[config.mk]
export PLATFORM = sky130hd
export DESIGN_NAME = miller_rabin_primality_test_core_flat
export DESIGN_NICKNAME = d
export VERILOG_FILES = /design/src/rtl/mrpt_pkg.sv /design/src/rtl/mrpt_if.sv /design/src/rtl/mrpt_mulmod.sv /design/src/rtl/mrpt_datapath.sv /design/src/rtl/mrpt_ctrl.sv /design/src/rtl/miller_rabin_primality_test_core.sv /design/src/flat_wrapper.sv
export SDC_FILE = /design/constraint.sdc
export NUM_CORES = 1
export LEC_CHECK = 0
export ABC_AREA = 0
export BUFFER_PORTS_ARGS = -buffer_cell sky130_fd_sc_hd__buf_4
export CAP_MARGIN = 20
export CORE_ASPECT_RATIO = 2
export CORE_UTILIZATION = 50
export CTS_BUF_LIST = sky130_fd_sc_hd__clkbuf_16
export CTS_CLUSTER_DIAMETER = 150
export DETAILED_ROUTE_END_ITERATION = 6
export GPL_TIMING_DRIVEN = 0
export PLACE_DENSITY_LB_ADDON = 0.05
export SYNTH_ARGS = -nofsm -noshare
export SYNTH_HDL_FRONTEND = slang
export SYNTH_SLANG_ARGS = --single-unit
[constraint.sdc]
create_clock -name clock -period 10.5 [get_ports clock]
set_input_delay 2.1 -clock clock [delete_from_list [all_inputs] [get_ports clock]]
set_output_delay 2.1 -clock clock [all_outputs]
set_load 0.1 [all_outputs]
[src/rtl/mrpt_pkg.sv]
// Shared constants, command and status types for the primality test core.
`timescale 1ns / 1ps
package mrpt_pkg;

   localparam int WORD_BITS         = 31;
   localparam int SMALL_PRIME_COUNT = 18;
   localparam int WITNESS_COUNT     = 3;
   localparam int BIT_W             = $clog2(WORD_BITS);
   localparam int PRIME_IDX_W       = (SMALL_PRIME_COUNT > 1) ? $clog2(SMALL_PRIME_COUNT) : 1;
   localparam int WIT_IDX_W         = $clog2(WITNESS_COUNT);
   localparam int CSR_IDX_W         = 2;

   localparam logic [CSR_IDX_W-1:0] CSR_WITNESS_FIRST  = 2'd0;
   localparam logic [CSR_IDX_W-1:0] CSR_WITNESS_SECOND = 2'd1;
   localparam logic [CSR_IDX_W-1:0] CSR_WITNESS_THIRD  = 2'd2;

   typedef logic [WORD_BITS-1:0] word_type;

   // Operations of the shared modular multiplier.
   localparam logic [1:0] OP_TRIAL  = 2'd0;
   localparam logic [1:0] OP_REDUCE = 2'd1;
   localparam logic [1:0] OP_SQUARE = 2'd2;
   localparam logic [1:0] OP_MULT   = 2'd3;

   typedef struct packed {
      logic load;
      logic prime_init;
      logic next_prime;
      logic trial_start;
      logic dsplit_init;
      logic d_shift;
      logic wit_init;
      logic next_wit;
      logic reduce_start;
      logic pow_init;
      logic sq_start;
      logic mul_start;
      logic bit_dec;
      logic sq_init;
      logic k_dec;
   } cmd_type;

   typedef struct packed {
      logic n_lt2;
      logic n_even;
      logic n_is2;
      logic n_eq_prime;
      logic last_prime;
      logic eng_done;
      logic res_zero;
      logic res_one;
      logic d_odd;
      logic a_skip;
      logic last_wit;
      logic acc_one;
      logic d_bit;
      logic bit_zero;
      logic sq_bad;
      logic k_last;
   } status_type;

   function automatic word_type small_prime(input logic [PRIME_IDX_W-1:0] idx);
      word_type p;
      case (idx)
         5'd0:    p = word_type'(2);
         5'd1:    p = word_type'(3);
         5'd2:    p = word_type'(5);
         5'd3:    p = word_type'(7);
         5'd4:    p = word_type'(11);
         5'd5:    p = word_type'(13);
         5'd6:    p = word_type'(17);
         5'd7:    p = word_type'(19);
         5'd8:    p = word_type'(23);
         5'd9:    p = word_type'(29);
         5'd10:   p = word_type'(31);
         5'd11:   p = word_type'(37);
         5'd12:   p = word_type'(41);
         5'd13:   p = word_type'(43);
         5'd14:   p = word_type'(47);
         5'd15:   p = word_type'(53);
         5'd16:   p = word_type'(59);
         5'd17:   p = word_type'(61);
         default: p = word_type'(61);
      endcase
      return p;
   endfunction

endpackage

[src/rtl/mrpt_if.sv]
// Valid/ready channel interfaces for the request and response beats.
`timescale 1ns / 1ps
interface mrpt_req_if;
   import mrpt_pkg::*;
   logic     valid;
   logic     ready;
   word_type candidate;
   modport source (output valid, output candidate, input ready);
   modport sink (input valid, input candidate, output ready);
endinterface

interface mrpt_rsp_if;
   logic valid;
   logic ready;
   logic prime_flag;
   modport source (output valid, output prime_flag, input ready);
   modport sink (input valid, input prime_flag, output ready);
endinterface

[src/rtl/mrpt_mulmod.sv]
// Bit-serial modular multiplier: res = x * b mod m, one bit of b per cycle.
`timescale 1ns / 1ps
module mrpt_mulmod (
   input  logic               clock,
   input  logic               reset,
   input  logic               start,
   input  mrpt_pkg::word_type x,
   input  mrpt_pkg::word_type b,
   input  mrpt_pkg::word_type m,
   output logic               done,
   output mrpt_pkg::word_type res
);
   import mrpt_pkg::*;

   logic                 busy_ff, busy_in;
   logic                 done_ff, done_in;
   logic [BIT_W-1:0]     cnt_ff, cnt_in;
   word_type             acc_ff, acc_in;
   word_type             b_ff, b_in;
   word_type             x_ff, x_in;
   word_type             m_ff, m_in;
   logic [WORD_BITS:0]   dbl, dbl_r, sum, sum_r;

   // Horner step: acc = 2*acc + bit*x, reduced after each add. Requires x < m.
   always_comb begin
      dbl   = {acc_ff, 1'b0};
      dbl_r = (dbl >= {1'b0, m_ff}) ? dbl - {1'b0, m_ff} : dbl;
      sum   = dbl_r + (b_ff[WORD_BITS-1] ? {1'b0, x_ff} : '0);
      sum_r = (sum >= {1'b0, m_ff}) ? sum - {1'b0, m_ff} : sum;
   end

   always_comb begin
      busy_in = busy_ff;
      done_in = 1'b0;
      cnt_in  = cnt_ff;
      acc_in  = acc_ff;
      b_in    = b_ff;
      x_in    = x_ff;
      m_in    = m_ff;
      if (start) begin
         busy_in = 1'b1;
         cnt_in  = BIT_W'(WORD_BITS - 1);
         acc_in  = '0;
         b_in    = b;
         x_in    = x;
         m_in    = m;
      end else if (busy_ff) begin
         acc_in = sum_r[WORD_BITS-1:0];
         b_in   = {b_ff[WORD_BITS-2:0], 1'b0};
         cnt_in = cnt_ff - 1'b1;
         if (cnt_ff == '0) begin
            busy_in = 1'b0;
            done_in = 1'b1;
         end
      end
   end

   always_ff @(posedge clock) begin
      if (reset) begin
         busy_ff <= 1'b0;
         done_ff <= 1'b0;
      end else begin
         busy_ff <= busy_in;
         done_ff <= done_in;
      end
      cnt_ff <= cnt_in;
      acc_ff <= acc_in;
      b_ff   <= b_in;
      x_ff   <= x_in;
      m_ff   <= m_in;
   end

   assign done = done_ff;
   assign res  = acc_ff;
endmodule

[src/rtl/mrpt_datapath.sv]
// Datapath: operand registers, witness registers and the shared multiplier.
`timescale 1ns / 1ps
module mrpt_datapath (
   input  logic                          clock,
   input  logic                          reset,
   input  mrpt_pkg::cmd_type             cmd,
   output mrpt_pkg::status_type          status,
   input  mrpt_pkg::word_type            candidate,
   input  logic                          csr_wr_en,
   input  logic [mrpt_pkg::CSR_IDX_W-1:0] csr_index,
   input  mrpt_pkg::word_type            csr_wdata
);
   import mrpt_pkg::*;

   word_type               n_ff, n_in;
   word_type               d_ff, d_in;
   logic [BIT_W-1:0]       s_ff, s_in;
   logic [BIT_W-1:0]       k_ff, k_in;
   logic [BIT_W-1:0]       bit_ff, bit_in;
   word_type               acc_ff, acc_in;
   word_type               a_ff, a_in;
   logic [PRIME_IDX_W-1:0] pi_ff, pi_in;
   logic [WIT_IDX_W-1:0]   wi_ff, wi_in;
   logic [1:0]             op_ff, op_in;
   word_type               wit_ff [WITNESS_COUNT];

   logic     eng_start, eng_done;
   word_type eng_x, eng_b, eng_m, eng_res, cur_prime, nm1;

   assign cur_prime = small_prime(pi_ff);
   assign nm1       = n_ff - 1'b1;

   always_comb begin
      eng_start = cmd.trial_start | cmd.reduce_start | cmd.sq_start | cmd.mul_start;
      eng_x     = acc_ff;
      eng_b     = acc_ff;
      eng_m     = n_ff;
      if (cmd.trial_start) begin
         eng_x = word_type'(1);
         eng_b = n_ff;
         eng_m = cur_prime;
      end else if (cmd.reduce_start) begin
         eng_x = word_type'(1);
         eng_b = wit_ff[wi_ff];
      end else if (cmd.mul_start) begin
         eng_b = a_ff;
      end
   end

   mrpt_mulmod u_mulmod (
      .clock (clock),
      .reset (reset),
      .start (eng_start),
      .x     (eng_x),
      .b     (eng_b),
      .m     (eng_m),
      .done  (eng_done),
      .res   (eng_res)
   );

   always_comb begin
      n_in   = n_ff;
      d_in   = d_ff;
      s_in   = s_ff;
      k_in   = k_ff;
      bit_in = bit_ff;
      acc_in = acc_ff;
      a_in   = a_ff;
      pi_in  = pi_ff;
      wi_in  = wi_ff;
      op_in  = op_ff;
      if (cmd.load)        n_in = candidate;
      if (cmd.prime_init)  pi_in = '0;
      if (cmd.next_prime)  pi_in = pi_ff + 1'b1;
      if (cmd.dsplit_init) begin
         d_in = nm1;
         s_in = '0;
      end
      if (cmd.d_shift) begin
         d_in = {1'b0, d_ff[WORD_BITS-1:1]};
         s_in = s_ff + 1'b1;
      end
      if (cmd.wit_init)    wi_in = '0;
      if (cmd.next_wit)    wi_in = wi_ff + 1'b1;
      if (cmd.pow_init) begin
         acc_in = word_type'(1);
         bit_in = BIT_W'(WORD_BITS - 1);
      end
      if (cmd.bit_dec)     bit_in = bit_ff - 1'b1;
      if (cmd.sq_init)     k_in = s_ff;
      if (cmd.k_dec)       k_in = k_ff - 1'b1;
      if (cmd.trial_start)  op_in = OP_TRIAL;
      if (cmd.reduce_start) op_in = OP_REDUCE;
      if (cmd.sq_start)     op_in = OP_SQUARE;
      if (cmd.mul_start)    op_in = OP_MULT;
      if (eng_done) begin
         case (op_ff)
            OP_REDUCE:         a_in = eng_res;
            OP_SQUARE, OP_MULT: acc_in = eng_res;
            default: ;
         endcase
      end
   end

   always_ff @(posedge clock) begin
      n_ff   <= n_in;
      d_ff   <= d_in;
      s_ff   <= s_in;
      k_ff   <= k_in;
      bit_ff <= bit_in;
      acc_ff <= acc_in;
      a_ff   <= a_in;
      pi_ff  <= pi_in;
      wi_ff  <= wi_in;
      op_ff  <= op_in;
   end

   always_ff @(posedge clock) begin
      if (reset) begin
         wit_ff[0] <= word_type'(2);
         wit_ff[1] <= word_type'(7);
         wit_ff[2] <= word_type'(61);
      end else if (csr_wr_en) begin
         case (csr_index)
            CSR_WITNESS_FIRST:  wit_ff[0] <= csr_wdata;
            CSR_WITNESS_SECOND: wit_ff[1] <= csr_wdata;
            CSR_WITNESS_THIRD:  wit_ff[2] <= csr_wdata;
            default: ;
         endcase
      end
   end

   always_comb begin
      status.n_lt2      = (n_ff < word_type'(2));
      status.n_even     = ~n_ff[0];
      status.n_is2      = (n_ff == word_type'(2));
      status.n_eq_prime = (n_ff == cur_prime);
      status.last_prime = (pi_ff == PRIME_IDX_W'(SMALL_PRIME_COUNT - 1));
      status.eng_done   = eng_done;
      status.res_zero   = (eng_res == '0);
      status.res_one    = (eng_res == word_type'(1));
      status.d_odd      = d_ff[0];
      status.a_skip     = (a_ff == '0) || (a_ff == word_type'(1)) || (a_ff == nm1);
      status.last_wit   = (wi_ff == WIT_IDX_W'(WITNESS_COUNT - 1));
      status.acc_one    = (acc_ff == word_type'(1));
      status.d_bit      = d_ff[bit_ff];
      status.bit_zero   = (bit_ff == '0);
      // A square that lands on 1 from anything but +1 or -1 proves n composite.
      status.sq_bad     = (eng_res == word_type'(1)) && (acc_ff != word_type'(1))
                          && (acc_ff != nm1);
      status.k_last     = (k_ff == BIT_W'(1));
   end
endmodule

[src/rtl/mrpt_ctrl.sv]
// Controller state machine: sequences screening, trial division and the rounds.
`timescale 1ns / 1ps
module mrpt_ctrl (
   input  logic                 clock,
   input  logic                 reset,
   input  logic                 req_valid,
   output logic                 req_ready,
   output logic                 rsp_valid,
   input  logic                 rsp_ready,
   output logic                 rsp_flag,
   output mrpt_pkg::cmd_type    cmd,
   input  mrpt_pkg::status_type status
);
   import mrpt_pkg::*;

   localparam logic [3:0] S_IDLE   = 4'd0;
   localparam logic [3:0] S_CHECK  = 4'd1;
   localparam logic [3:0] S_TRIAL  = 4'd2;
   localparam logic [3:0] S_TWAIT  = 4'd3;
   localparam logic [3:0] S_DSPLIT = 4'd4;
   localparam logic [3:0] S_WRED   = 4'd5;
   localparam logic [3:0] S_WWAIT  = 4'd6;
   localparam logic [3:0] S_WCHK   = 4'd7;
   localparam logic [3:0] S_PSQ    = 4'd8;
   localparam logic [3:0] S_PSQW   = 4'd9;
   localparam logic [3:0] S_PMUL   = 4'd10;
   localparam logic [3:0] S_PMULW  = 4'd11;
   localparam logic [3:0] S_SQ     = 4'd12;
   localparam logic [3:0] S_SQW    = 4'd13;
   localparam logic [3:0] S_DONE   = 4'd14;

   logic [3:0] state_ff, state_in;
   logic       verdict_ff, verdict_in;
   logic       rsp_valid_ff, rsp_valid_in;
   logic       rsp_flag_ff, rsp_flag_in;

   assign req_ready = (state_ff == S_IDLE);

   always_comb begin
      state_in     = state_ff;
      verdict_in   = verdict_ff;
      rsp_valid_in = rsp_valid_ff & ~rsp_ready;
      rsp_flag_in  = rsp_flag_ff;
      cmd          = '0;
      case (state_ff)
         S_IDLE: begin
            if (req_valid) begin
               cmd.load = 1'b1;
               state_in = S_CHECK;
            end
         end
         S_CHECK: begin
            if (status.n_lt2) begin
               verdict_in = 1'b0;
               state_in   = S_DONE;
            end else if (status.n_even) begin
               verdict_in = status.n_is2;
               state_in   = S_DONE;
            end else begin
               cmd.prime_init = 1'b1;
               state_in       = S_TRIAL;
            end
         end
         S_TRIAL: begin
            if (status.n_eq_prime) begin
               verdict_in = 1'b1;
               state_in   = S_DONE;
            end else begin
               cmd.trial_start = 1'b1;
               state_in        = S_TWAIT;
            end
         end
         S_TWAIT: begin
            if (status.eng_done) begin
               if (status.res_zero) begin
                  verdict_in = 1'b0;
                  state_in   = S_DONE;
               end else if (status.last_prime) begin
                  cmd.dsplit_init = 1'b1;
                  state_in        = S_DSPLIT;
               end else begin
                  cmd.next_prime = 1'b1;
                  state_in       = S_TRIAL;
               end
            end
         end
         S_DSPLIT: begin
            if (status.d_odd) begin
               cmd.wit_init = 1'b1;
               state_in     = S_WRED;
            end else begin
               cmd.d_shift = 1'b1;
            end
         end
         S_WRED: begin
            cmd.reduce_start = 1'b1;
            state_in         = S_WWAIT;
         end
         S_WWAIT: begin
            if (status.eng_done) state_in = S_WCHK;
         end
         S_WCHK: begin
            if (!status.a_skip) begin
               cmd.pow_init = 1'b1;
               state_in     = S_PSQ;
            end else if (status.last_wit) begin
               verdict_in = 1'b1;
               state_in   = S_DONE;
            end else begin
               cmd.next_wit = 1'b1;
               state_in     = S_WRED;
            end
         end
         S_PSQ: begin
            // Squaring 1 gives 1, so leading exponent zeros cost no multiplier pass.
            if (status.acc_one) begin
               state_in = S_PMUL;
            end else begin
               cmd.sq_start = 1'b1;
               state_in     = S_PSQW;
            end
         end
         S_PSQW: begin
            if (status.eng_done) state_in = S_PMUL;
         end
         S_PMUL: begin
            if (status.d_bit) begin
               cmd.mul_start = 1'b1;
               state_in      = S_PMULW;
            end else if (status.bit_zero) begin
               cmd.sq_init = 1'b1;
               state_in    = S_SQ;
            end else begin
               cmd.bit_dec = 1'b1;
               state_in    = S_PSQ;
            end
         end
         S_PMULW: begin
            if (status.eng_done) begin
               if (status.bit_zero) begin
                  cmd.sq_init = 1'b1;
                  state_in    = S_SQ;
               end else begin
                  cmd.bit_dec = 1'b1;
                  state_in    = S_PSQ;
               end
            end
         end
         S_SQ: begin
            cmd.sq_start = 1'b1;
            state_in     = S_SQW;
         end
         S_SQW: begin
            if (status.eng_done) begin
               if (status.sq_bad) begin
                  verdict_in = 1'b0;
                  state_in   = S_DONE;
               end else if (!status.k_last) begin
                  cmd.k_dec = 1'b1;
                  state_in  = S_SQ;
               end else if (!status.res_one) begin
                  verdict_in = 1'b0;
                  state_in   = S_DONE;
               end else if (status.last_wit) begin
                  verdict_in = 1'b1;
                  state_in   = S_DONE;
               end else begin
                  cmd.next_wit = 1'b1;
                  state_in     = S_WRED;
               end
            end
         end
         S_DONE: begin
            // Wait here only while the previous response beat is still held.
            if (!rsp_valid_ff || rsp_ready) begin
               rsp_valid_in = 1'b1;
               rsp_flag_in  = verdict_ff;
               state_in     = S_IDLE;
            end
         end
         default: state_in = S_IDLE;
      endcase
   end

   always_ff @(posedge clock) begin
      if (reset) begin
         state_ff     <= S_IDLE;
         rsp_valid_ff <= 1'b0;
      end else begin
         state_ff     <= state_in;
         rsp_valid_ff <= rsp_valid_in;
      end
      verdict_ff  <= verdict_in;
      rsp_flag_ff <= rsp_flag_in;
   end

   assign rsp_valid = rsp_valid_ff;
   assign rsp_flag  = rsp_flag_ff;
endmodule

[src/rtl/miller_rabin_primality_test_core.sv]
// Top level of the Miller-Rabin primality test core.
//
//   Channel   Direction  Handshake          Payload
//   req_bus   in         valid/ready        candidate (31 bits)
//   rsp_bus   out        valid/ready        prime_flag (1 bit)
//   csr_*     in         csr_wr_en only     csr_index (2 bits), csr_wdata (31 bits)
//
// One candidate is processed at a time. Values below 2 and even values are decided at the
// screening check; trial division and each Miller-Rabin round run their modular products
// one after another on the shared bit-serial multiplier.
// Reset is synchronous and restores the witnesses 2, 7 and 61. The request side is ready
// again once the verdict has moved into the response register; while an earlier response
// beat is still held, the core waits in its done state and is not ready.
`timescale 1ns / 1ps
module miller_rabin_primality_test_core (
   input  logic                           clock,
   input  logic                           reset,
   mrpt_req_if.sink                       req_bus,
   mrpt_rsp_if.source                     rsp_bus,
   input  logic                           csr_wr_en,
   input  logic [mrpt_pkg::CSR_IDX_W-1:0] csr_index,
   input  mrpt_pkg::word_type             csr_wdata
);
   import mrpt_pkg::*;

   cmd_type    cmd;
   status_type status;

   mrpt_ctrl u_ctrl (
      .clock     (clock),
      .reset     (reset),
      .req_valid (req_bus.valid),
      .req_ready (req_bus.ready),
      .rsp_valid (rsp_bus.valid),
      .rsp_ready (rsp_bus.ready),
      .rsp_flag  (rsp_bus.prime_flag),
      .cmd       (cmd),
      .status    (status)
   );

   mrpt_datapath u_datapath (
      .clock     (clock),
      .reset     (reset),
      .cmd       (cmd),
      .status    (status),
      .candidate (req_bus.candidate),
      .csr_wr_en (csr_wr_en),
      .csr_index (csr_index),
      .csr_wdata (csr_wdata)
   );
endmodule
[src/flat_wrapper.sv]
// flat-port wrapper written by rule: the top's interface ports become plain ports
module miller_rabin_primality_test_core_flat import mrpt_pkg::*;
  (clock, reset, csr_wr_en, csr_index, csr_wdata, req_bus_valid, req_bus_candidate, req_bus_ready, rsp_bus_valid, rsp_bus_prime_flag, rsp_bus_ready);
  mrpt_req_if req_bus_i ();
  mrpt_rsp_if rsp_bus_i ();
  input  logic clock;
  input  logic reset;
  input  logic csr_wr_en;
  input  logic [mrpt_pkg::CSR_IDX_W-1:0] csr_index;
  input  mrpt_pkg::word_type csr_wdata;
  input wire logic [$bits(req_bus_i.valid)-1:0] req_bus_valid;
  input wire logic [$bits(req_bus_i.candidate)-1:0] req_bus_candidate;
  output wire logic [$bits(req_bus_i.ready)-1:0] req_bus_ready;
  output wire logic [$bits(rsp_bus_i.valid)-1:0] rsp_bus_valid;
  output wire logic [$bits(rsp_bus_i.prime_flag)-1:0] rsp_bus_prime_flag;
  input wire logic [$bits(rsp_bus_i.ready)-1:0] rsp_bus_ready;
  assign req_bus_i.valid = req_bus_valid;
  assign req_bus_i.candidate = req_bus_candidate;
  assign req_bus_ready = req_bus_i.ready;
  assign rsp_bus_valid = rsp_bus_i.valid;
  assign rsp_bus_prime_flag = rsp_bus_i.prime_flag;
  assign rsp_bus_i.ready = rsp_bus_ready;
  miller_rabin_primality_test_core u_core (.clock(clock), .reset(reset), .req_bus(req_bus_i), .rsp_bus(rsp_bus_i), .csr_wr_en(csr_wr_en), .csr_index(csr_index), .csr_wdata(csr_wdata));
endmodule
; ---- Word level (Yosys, flattened, before mapping)
; Memories as Yosys holds them, arrays and structs flattened. A register that Yosys moved wholly into a read port is not among the register bits.
; Cells that the tools add are included.
[word_totals]
n_memories = 2
output_inout_bits = 3
word_cells = 249
input_bits = 69
register_bits = 286
mem_bits_rw = 93
rom_bits = 192
latchBits = 0
[classes]
n_lt_le_gt_ge = 4
reduce_logical = 29
n_addsub = 10
n_shift = 0
mux = 129
n_div = 0
n_mul = 0
bitwise_logic = 9
n_eq_ne = 43
[mem_list]
columns = name, depth, width, rd, rd_clocked_by_memory_dff, write_ports, line
row1 = (name not given), 32, 6, 1, 1, 0, mrpt_pkg.sv:64  ; case (idx)
row2 = u_core.u_datapath.wit_ff, 3, 31, 1, 1, 3, mrpt_datapath.sv:25  ; word_type wit_ff [WITNESS_COUNT];
[ops]
columns = cell, count
row1 = $mux W31, 14
row2 = $eq A31 B1 Y1 const B, 3
row3 = $mux W4, 18
row4 = $mux W1, 68
row5 = $ge A32 B31 Y1, 2
row6 = $eq A31 B31 Y1, 2
row7 = $logic_not A31 Y1, 2
row8 = $mux W30, 2
row9 = $pmux W4 S15, 1
row10 = $mux W5, 9
row11 = $add A32 B31 Y32, 1
row12 = $mux W32, 1
row13 = $sub A32 B31 Y32, 1
row14 = $eq A31 B2 Y1 const B, 1
row15 = $lt A31 B2 Y1 const B, 1
row16 = $ne A31 B1 Y1 const B, 1
row17 = $ne A31 B31 Y1, 1
row18 = $sub A31 B1 Y31 const B, 1
row19 = $sub A31 B31 Y31, 1
row20 = $eq A4 B4 Y1 const B, 7
row21 = $mux W2, 9
row22 = $ne A2 B2 Y1 const B, 9
row23 = $eq A4 B3 Y1 const B, 4
row24 = $reduce_and A8 Y1, 2
row25 = 32 further kinds, 63

; ---- Depth between registers and ports, before layout
[logic_depth]
ltp_word = 9
depth_mapped = 36
depth_no_buf = 34

; ---- Cells and area by module
; From an unflattened synthesis, not the netlist that was laid out.
[unflattened]
cells_unflattened = 2517
area_unflattened_um2 = 24707.4
[modules_own_cells]
columns = module, cells_per_inst, area_per_inst_um2, n_inst
row1 = mrpt_datapath, 1289, 13589.3, 1
row2 = mrpt_mulmod, 1103, 10207.3, 1
row3 = mrpt_ctrl, 125, 910.9, 1

; ---- Worst setup path before layout
; Ideal clock, no wire load.
[synth_path]
path_kind = register -> register
startpoint = register u_core.u_datapath.u_mulmod.m_ff[0]
endpoint = register u_core.u_datapath.u_mulmod.acc_ff[0] (netlist: u_core.u_datapath.u_mulmod.res[0])
path_slack_ps = 2927
arrival_ps = 7449
path_stages_with_launch = 34
path_buffers = 3
cell_sequence = edfxtp_1 > inv_1 > fa_1 > nand3_1 > a21oi_1 > or3_1 > a211oi_1 > a211oi_1 > nor3_1 > o21a_1 > clkbuf_1 > clkbuf_1 > nand2_1 > o31ai_1 > ha_1 > and2_1 > a221o_1 > a221oi_1 > o32ai_1 > o221ai_1 > o21ai_0 > a21o_1 > a21oi_1 > xnor2_1 > ha_1 > nor2b_1 > nor2_1 > o31ai_1 > o21ai_0 > o211ai_1 > nor4_1 > clkbuf_1 > nor3_1 > nand3b_1
[synth_between]
elab_chain_len = 5
word_cells_on_any_way = 7
cone_classes = 3 x add/sub / 2 x order compare / 2 x mux
[synth_rtl]
columns = item, line
row1 = "start, declared", mrpt_mulmod.sv:21  ; word_type m_ff, m_in;
row2 = "start signal, assigned", mrpt_mulmod.sv:70  ; m_ff <= m_in;
row3 = $sub A32 B31 Y32 or $ge A32 B31 Y1 (tied branches), mrpt_mulmod.sv:27  ; dbl_r = (dbl >= {1'b0, m_ff}) ? dbl - {1'b0, m_ff} : dbl;
row4 = $mux W32, mrpt_mulmod.sv:27
row5 = $add A32 B31 Y32, mrpt_mulmod.sv:28  ; sum = dbl_r + (b_ff[WORD_BITS-1] ? {1'b0, x_ff} : '0);
row6 = $sub A31 B31 Y31 or $ge A32 B31 Y1 (tied branches), mrpt_mulmod.sv:29  ; sum_r = (sum >= {1'b0, m_ff}) ? sum - {1'b0, m_ff} : sum;
row7 = $mux W31 (*), mrpt_mulmod.sv:29
row8 = "end signal, assigned", mrpt_mulmod.sv:67  ; acc_ff <= acc_in;
row9 = "end, declared", mrpt_mulmod.sv:18  ; word_type acc_ff, acc_in;
; Mark *: on every way between the ends. The rest lies on a longest branch, timed or not.
; A chain may end at the register's enable or synchronous reset.

; ---- Worst setup path in the final report
[layout_path]
startpoint = register u_core.u_datapath.u_mulmod.acc_ff[0] (netlist: u_core.u_datapath.u_mulmod.res[0])
endpoint = register u_core.u_datapath.u_mulmod.acc_ff[9] (netlist: u_core.u_datapath.u_mulmod.res[9])
[layout_between]
elab_chain_len = 5
word_cells_on_any_way = 7
cone_classes = 3 x add/sub / 2 x order compare / 2 x mux
[layout_rtl]
columns = item, line
row1 = $sub A32 B31 Y32 or $ge A32 B31 Y1 (tied branches), mrpt_mulmod.sv:27
row2 = $mux W32 (*), mrpt_mulmod.sv:27
row3 = $add A32 B31 Y32 (*), mrpt_mulmod.sv:28
row4 = $sub A31 B31 Y31 or $ge A32 B31 Y1 (tied branches), mrpt_mulmod.sv:29
row5 = $mux W31 (*), mrpt_mulmod.sv:29
; Marks and branches as above.

==> run metrics <==
most used cell, CP=nand3_1; critical path class=reg2reg; met2 routed WL=44800 um; fin nets=2734; count of buffers from port buffering=70; max-cap viol count=0; Routed WL=85400 um; Final min period=10070 ps; area leader, netlist=edfxtp_1; Placed Cells=3138; maximum number of pins on one net before global-route repair=46; top layer in use=met5; CTS root buffer=clkbuf_16; Bufs and invs on worst path=5; Die W=156 um; maximum clock frequency=0.0993 GHz; Post-route DRC=1; Crit path largest cell delay=590 ps; Unique masters post-synth=79; mapped cell area=0.0236 sq mm; DR WL/cell=26.6 um; H-tree Lvls=2; worst hold slack=441 ps; Worst EP arrival=10530 ps; Crit. End Element=flop; hpwl dp=67700 um; number of DRC markers in iteration 0=1369; syn_nets=2614; Post-Layout Cell Count=3206; CP top delay family=compound AO/OA/AOI/OAI gates; core area=0.0467 sq mm; worst hold path type=reg2reg; CTS Sinks=387; TritonCTS Buffers=35; Seq cells post-synth=387; vias in the first global route=20300; RePlAce Congestion=1.05; slowest library cell on the worst path=fa_1; Hold Buf Count CTS=0; Post-synth EDFFs=302; Finished Core Util=56.5%; routed length on met3=4190 um; DR vias/cell=6.18; DRT antenna net count=0; CTS tree=built; # diodes=0; Worst setup SP type=flop; top_reg_cell synth=edfxtp_1; WP data required=10960 ps; die area=0.0482 sq mm; Hold Violations, Final=0; initial cell density of the core=50.7%; leading post-synthesis cells by cell area=edfxtp_1, dfxtp_1, ha_1, o21ai_0, xnor2_1; clock skew=21.9 ps; share of layout cells above drive strength 1=8.34%; Worst Max-Slew Pin Slew=1220 ps; die height=310 um; Yosys top cell area share=38.4%; Reg clk slew, reported paths=70 ps; RSZ-0062 raised after global routing=false; mean post-synth cell area=9.72 sq um; drt first pass iters=7; total number of vias=19800; total gr overflow=0; Syn Inst Count=2433; Syn-to-layout area delta=11.4%; Setup Slack @ Placement=-1160 ps; GRT Util Overall=35.9%; relative slew slack=18.5%; Yosys warning total=0; first-pass GRT wire length=125000 um; Top Ports=72; Final Max Tran Viols=0; outcome=finished with violations; # rows=112; worst skew pair latency=550 ps; asr flop ratio synth=0%; Longest Clk Path Bufs=3; Final setup viols=0; initial antenna violation count=2; register area share after synthesis=45.6%; setup ws final=430 ps; failing checks=DRC; met1 wire length=27100 um; crit path max fanout=10; fin crit share=95.9%
[logic make-up (layout without fill, tap and decap cells)]
kind of cell	after synthesis	in the layout	synth area share [%]
adder cells (fa/ha/maj)	112	112	6.02
flip-flops	387	387	45.6
multiplexers	89	89	4.20
buffers and inverters	217	363	3.56
AO/OA/AOI/OAI	634	634	16.5
XOR/XNOR	180	180	6.67
AND/OR/NAND/NOR	814	814	17.5
[worst reg2reg max path: cells and delay by family, from the launching register on]
| kind | cells | cell delay [ps] |
|---|---|---|
| flops | 1 | 570 |
| compound gates | 15 | 4090 |
| fa+ha+maj | 3 | 1290 |
| simple gates | 10 | 2200 |
| buf+inv | 5 | 1840 |
[cell usage after synthesis, drive strengths merged (14+ instances only)]
master / instances
dfxtp: 85
nand2: 223
xnor2: 115
a21o: 35
nand4: 22
xor2: 65
nor3: 47
buf: 22
ha: 109
inv: 92
nor2: 168
edfxtp: 302
nor2b: 38
a21oi: 148
a31oi: 41
o21a: 14
a211oi: 80
or3: 23
and2: 96
nand2b: 32
mux2i: 70
nand3: 66
clkbuf: 103
o21ai: 211
nor4: 49
o21bai: 14
[stage by stage]
step	TNS, ps	cell area [sq um]
after floorplan	0	23600
after global placement	-66580	25000
after detailed placement	-29240	25100
after CTS	0	26300
after global routing	0	26300
final	0	26300
[path summary, 6_finish.rpt]
kind | from | to | slack, ps | cells past startpoint
setup / recovery | u_core.u_datapath.u_mulmod.res[0] | u_core.u_datapath.u_mulmod.res[9] | 430 | 33
hold / removal | u_core.u_datapath.u_mulmod.res[30] | u_core.u_datapath.a_ff[30] | 440 | 0
setup reg to reg | u_core.u_datapath.u_mulmod.res[0] | u_core.u_datapath.u_mulmod.res[9] | 430 | 33
hold reg to reg | u_core.u_datapath.u_mulmod.res[30] | u_core.u_datapath.a_ff[30] | 440 | 0
[timing repair]
| action | 4_1_cts | 5_1_grt |
|---|---|---|
| resized for setup | 13 | 7 |
| setup endpoints to repair | 31 | 31 |
| endpoints found under the hold margin | 0 | 0 |
| pin swaps | 0 | 1 |
| setup buffers | 3 | 1 |
[layout make-up]
class / instances / area (sq um)
Clock inverter: 27 / 226
Timing Repair Buffer: 83 / 664
Clock buffer: 36 / 901
Sequential cell: 387 / 10800
Multi-Input combinational cell: 1829 / 12100
Fill cell: 4225 / 20300
Tap cell: 627 / 785
Buffer: 125 / 510
Inverter: 92 / 345
[layer usage]
metal | vias to the layer above | track usage, %
li1 | 9180 | -
met1 | 9476 | 33.0
met2 | 808 | 66.7
met3 | 330 | 5.07
met4 | 4 | 34.5
met5 | - | 0
[sequential cells by signal (all words and copies together) (netlist names), 5 cells and up, named ones only]
signal and count:
u_core.u_datapath.acc_ff 31, u_core.u_datapath.pi_ff 5, u_core.u_datapath.k_ff 5, u_core.u_datapath.u_mulmod.x_ff 31
u_core.u_datapath.cur_prime 6, u_core.u_datapath.n_ff 31, u_core.u_datapath.u_mulmod.res 31, u_core.u_datapath.u_mulmod.m_ff 31
u_core.u_datapath.s_ff 5, u_core.u_datapath.u_mulmod.b_ff 31, u_core.u_datapath.u_mulmod.cnt_ff 5, u_core.u_datapath.d_ff 31
u_core.u_datapath.a_ff 31, u_core.u_datapath.wit_ff 93, u_core.u_datapath.bit_ff 5
[layout by cell type (no fill, tap or decap), types with 11 or more instances in the layout]
| cell | count |
|---|---|
| a21oi_1 | 148 |
| nand2_1 | 221 |
| or3_1 | 23 |
| dfxtp_1 | 84 |
| nor4_1 | 41 |
| inv_1 | 99 |
| nor3_1 | 46 |
| nand3_1 | 66 |
| nand4_1 | 21 |
| nor2b_1 | 38 |
| a31oi_1 | 40 |
| clkbuf_16 | 36 |
| mux2i_1 | 70 |
| buf_4 | 77 |
| and2_1 | 95 |
| mux2_2 | 11 |
| nor2_1 | 165 |
| xor2_1 | 65 |
| o21a_1 | 13 |
| o21bai_1 | 14 |
| nand2b_1 | 32 |
| buf_2 | 17 |
| clkbuf_1 | 100 |
| a21o_1 | 35 |
| xnor2_1 | 115 |
| a211oi_1 | 77 |
| and3_1 | 11 |
| o21ai_0 | 208 |
| ha_1 | 109 |
| edfxtp_1 | 302 |
Power is left out: the tool's default activity adds up to more than one toggle a clock period on the data nets, which glitch-free logic cannot reach.
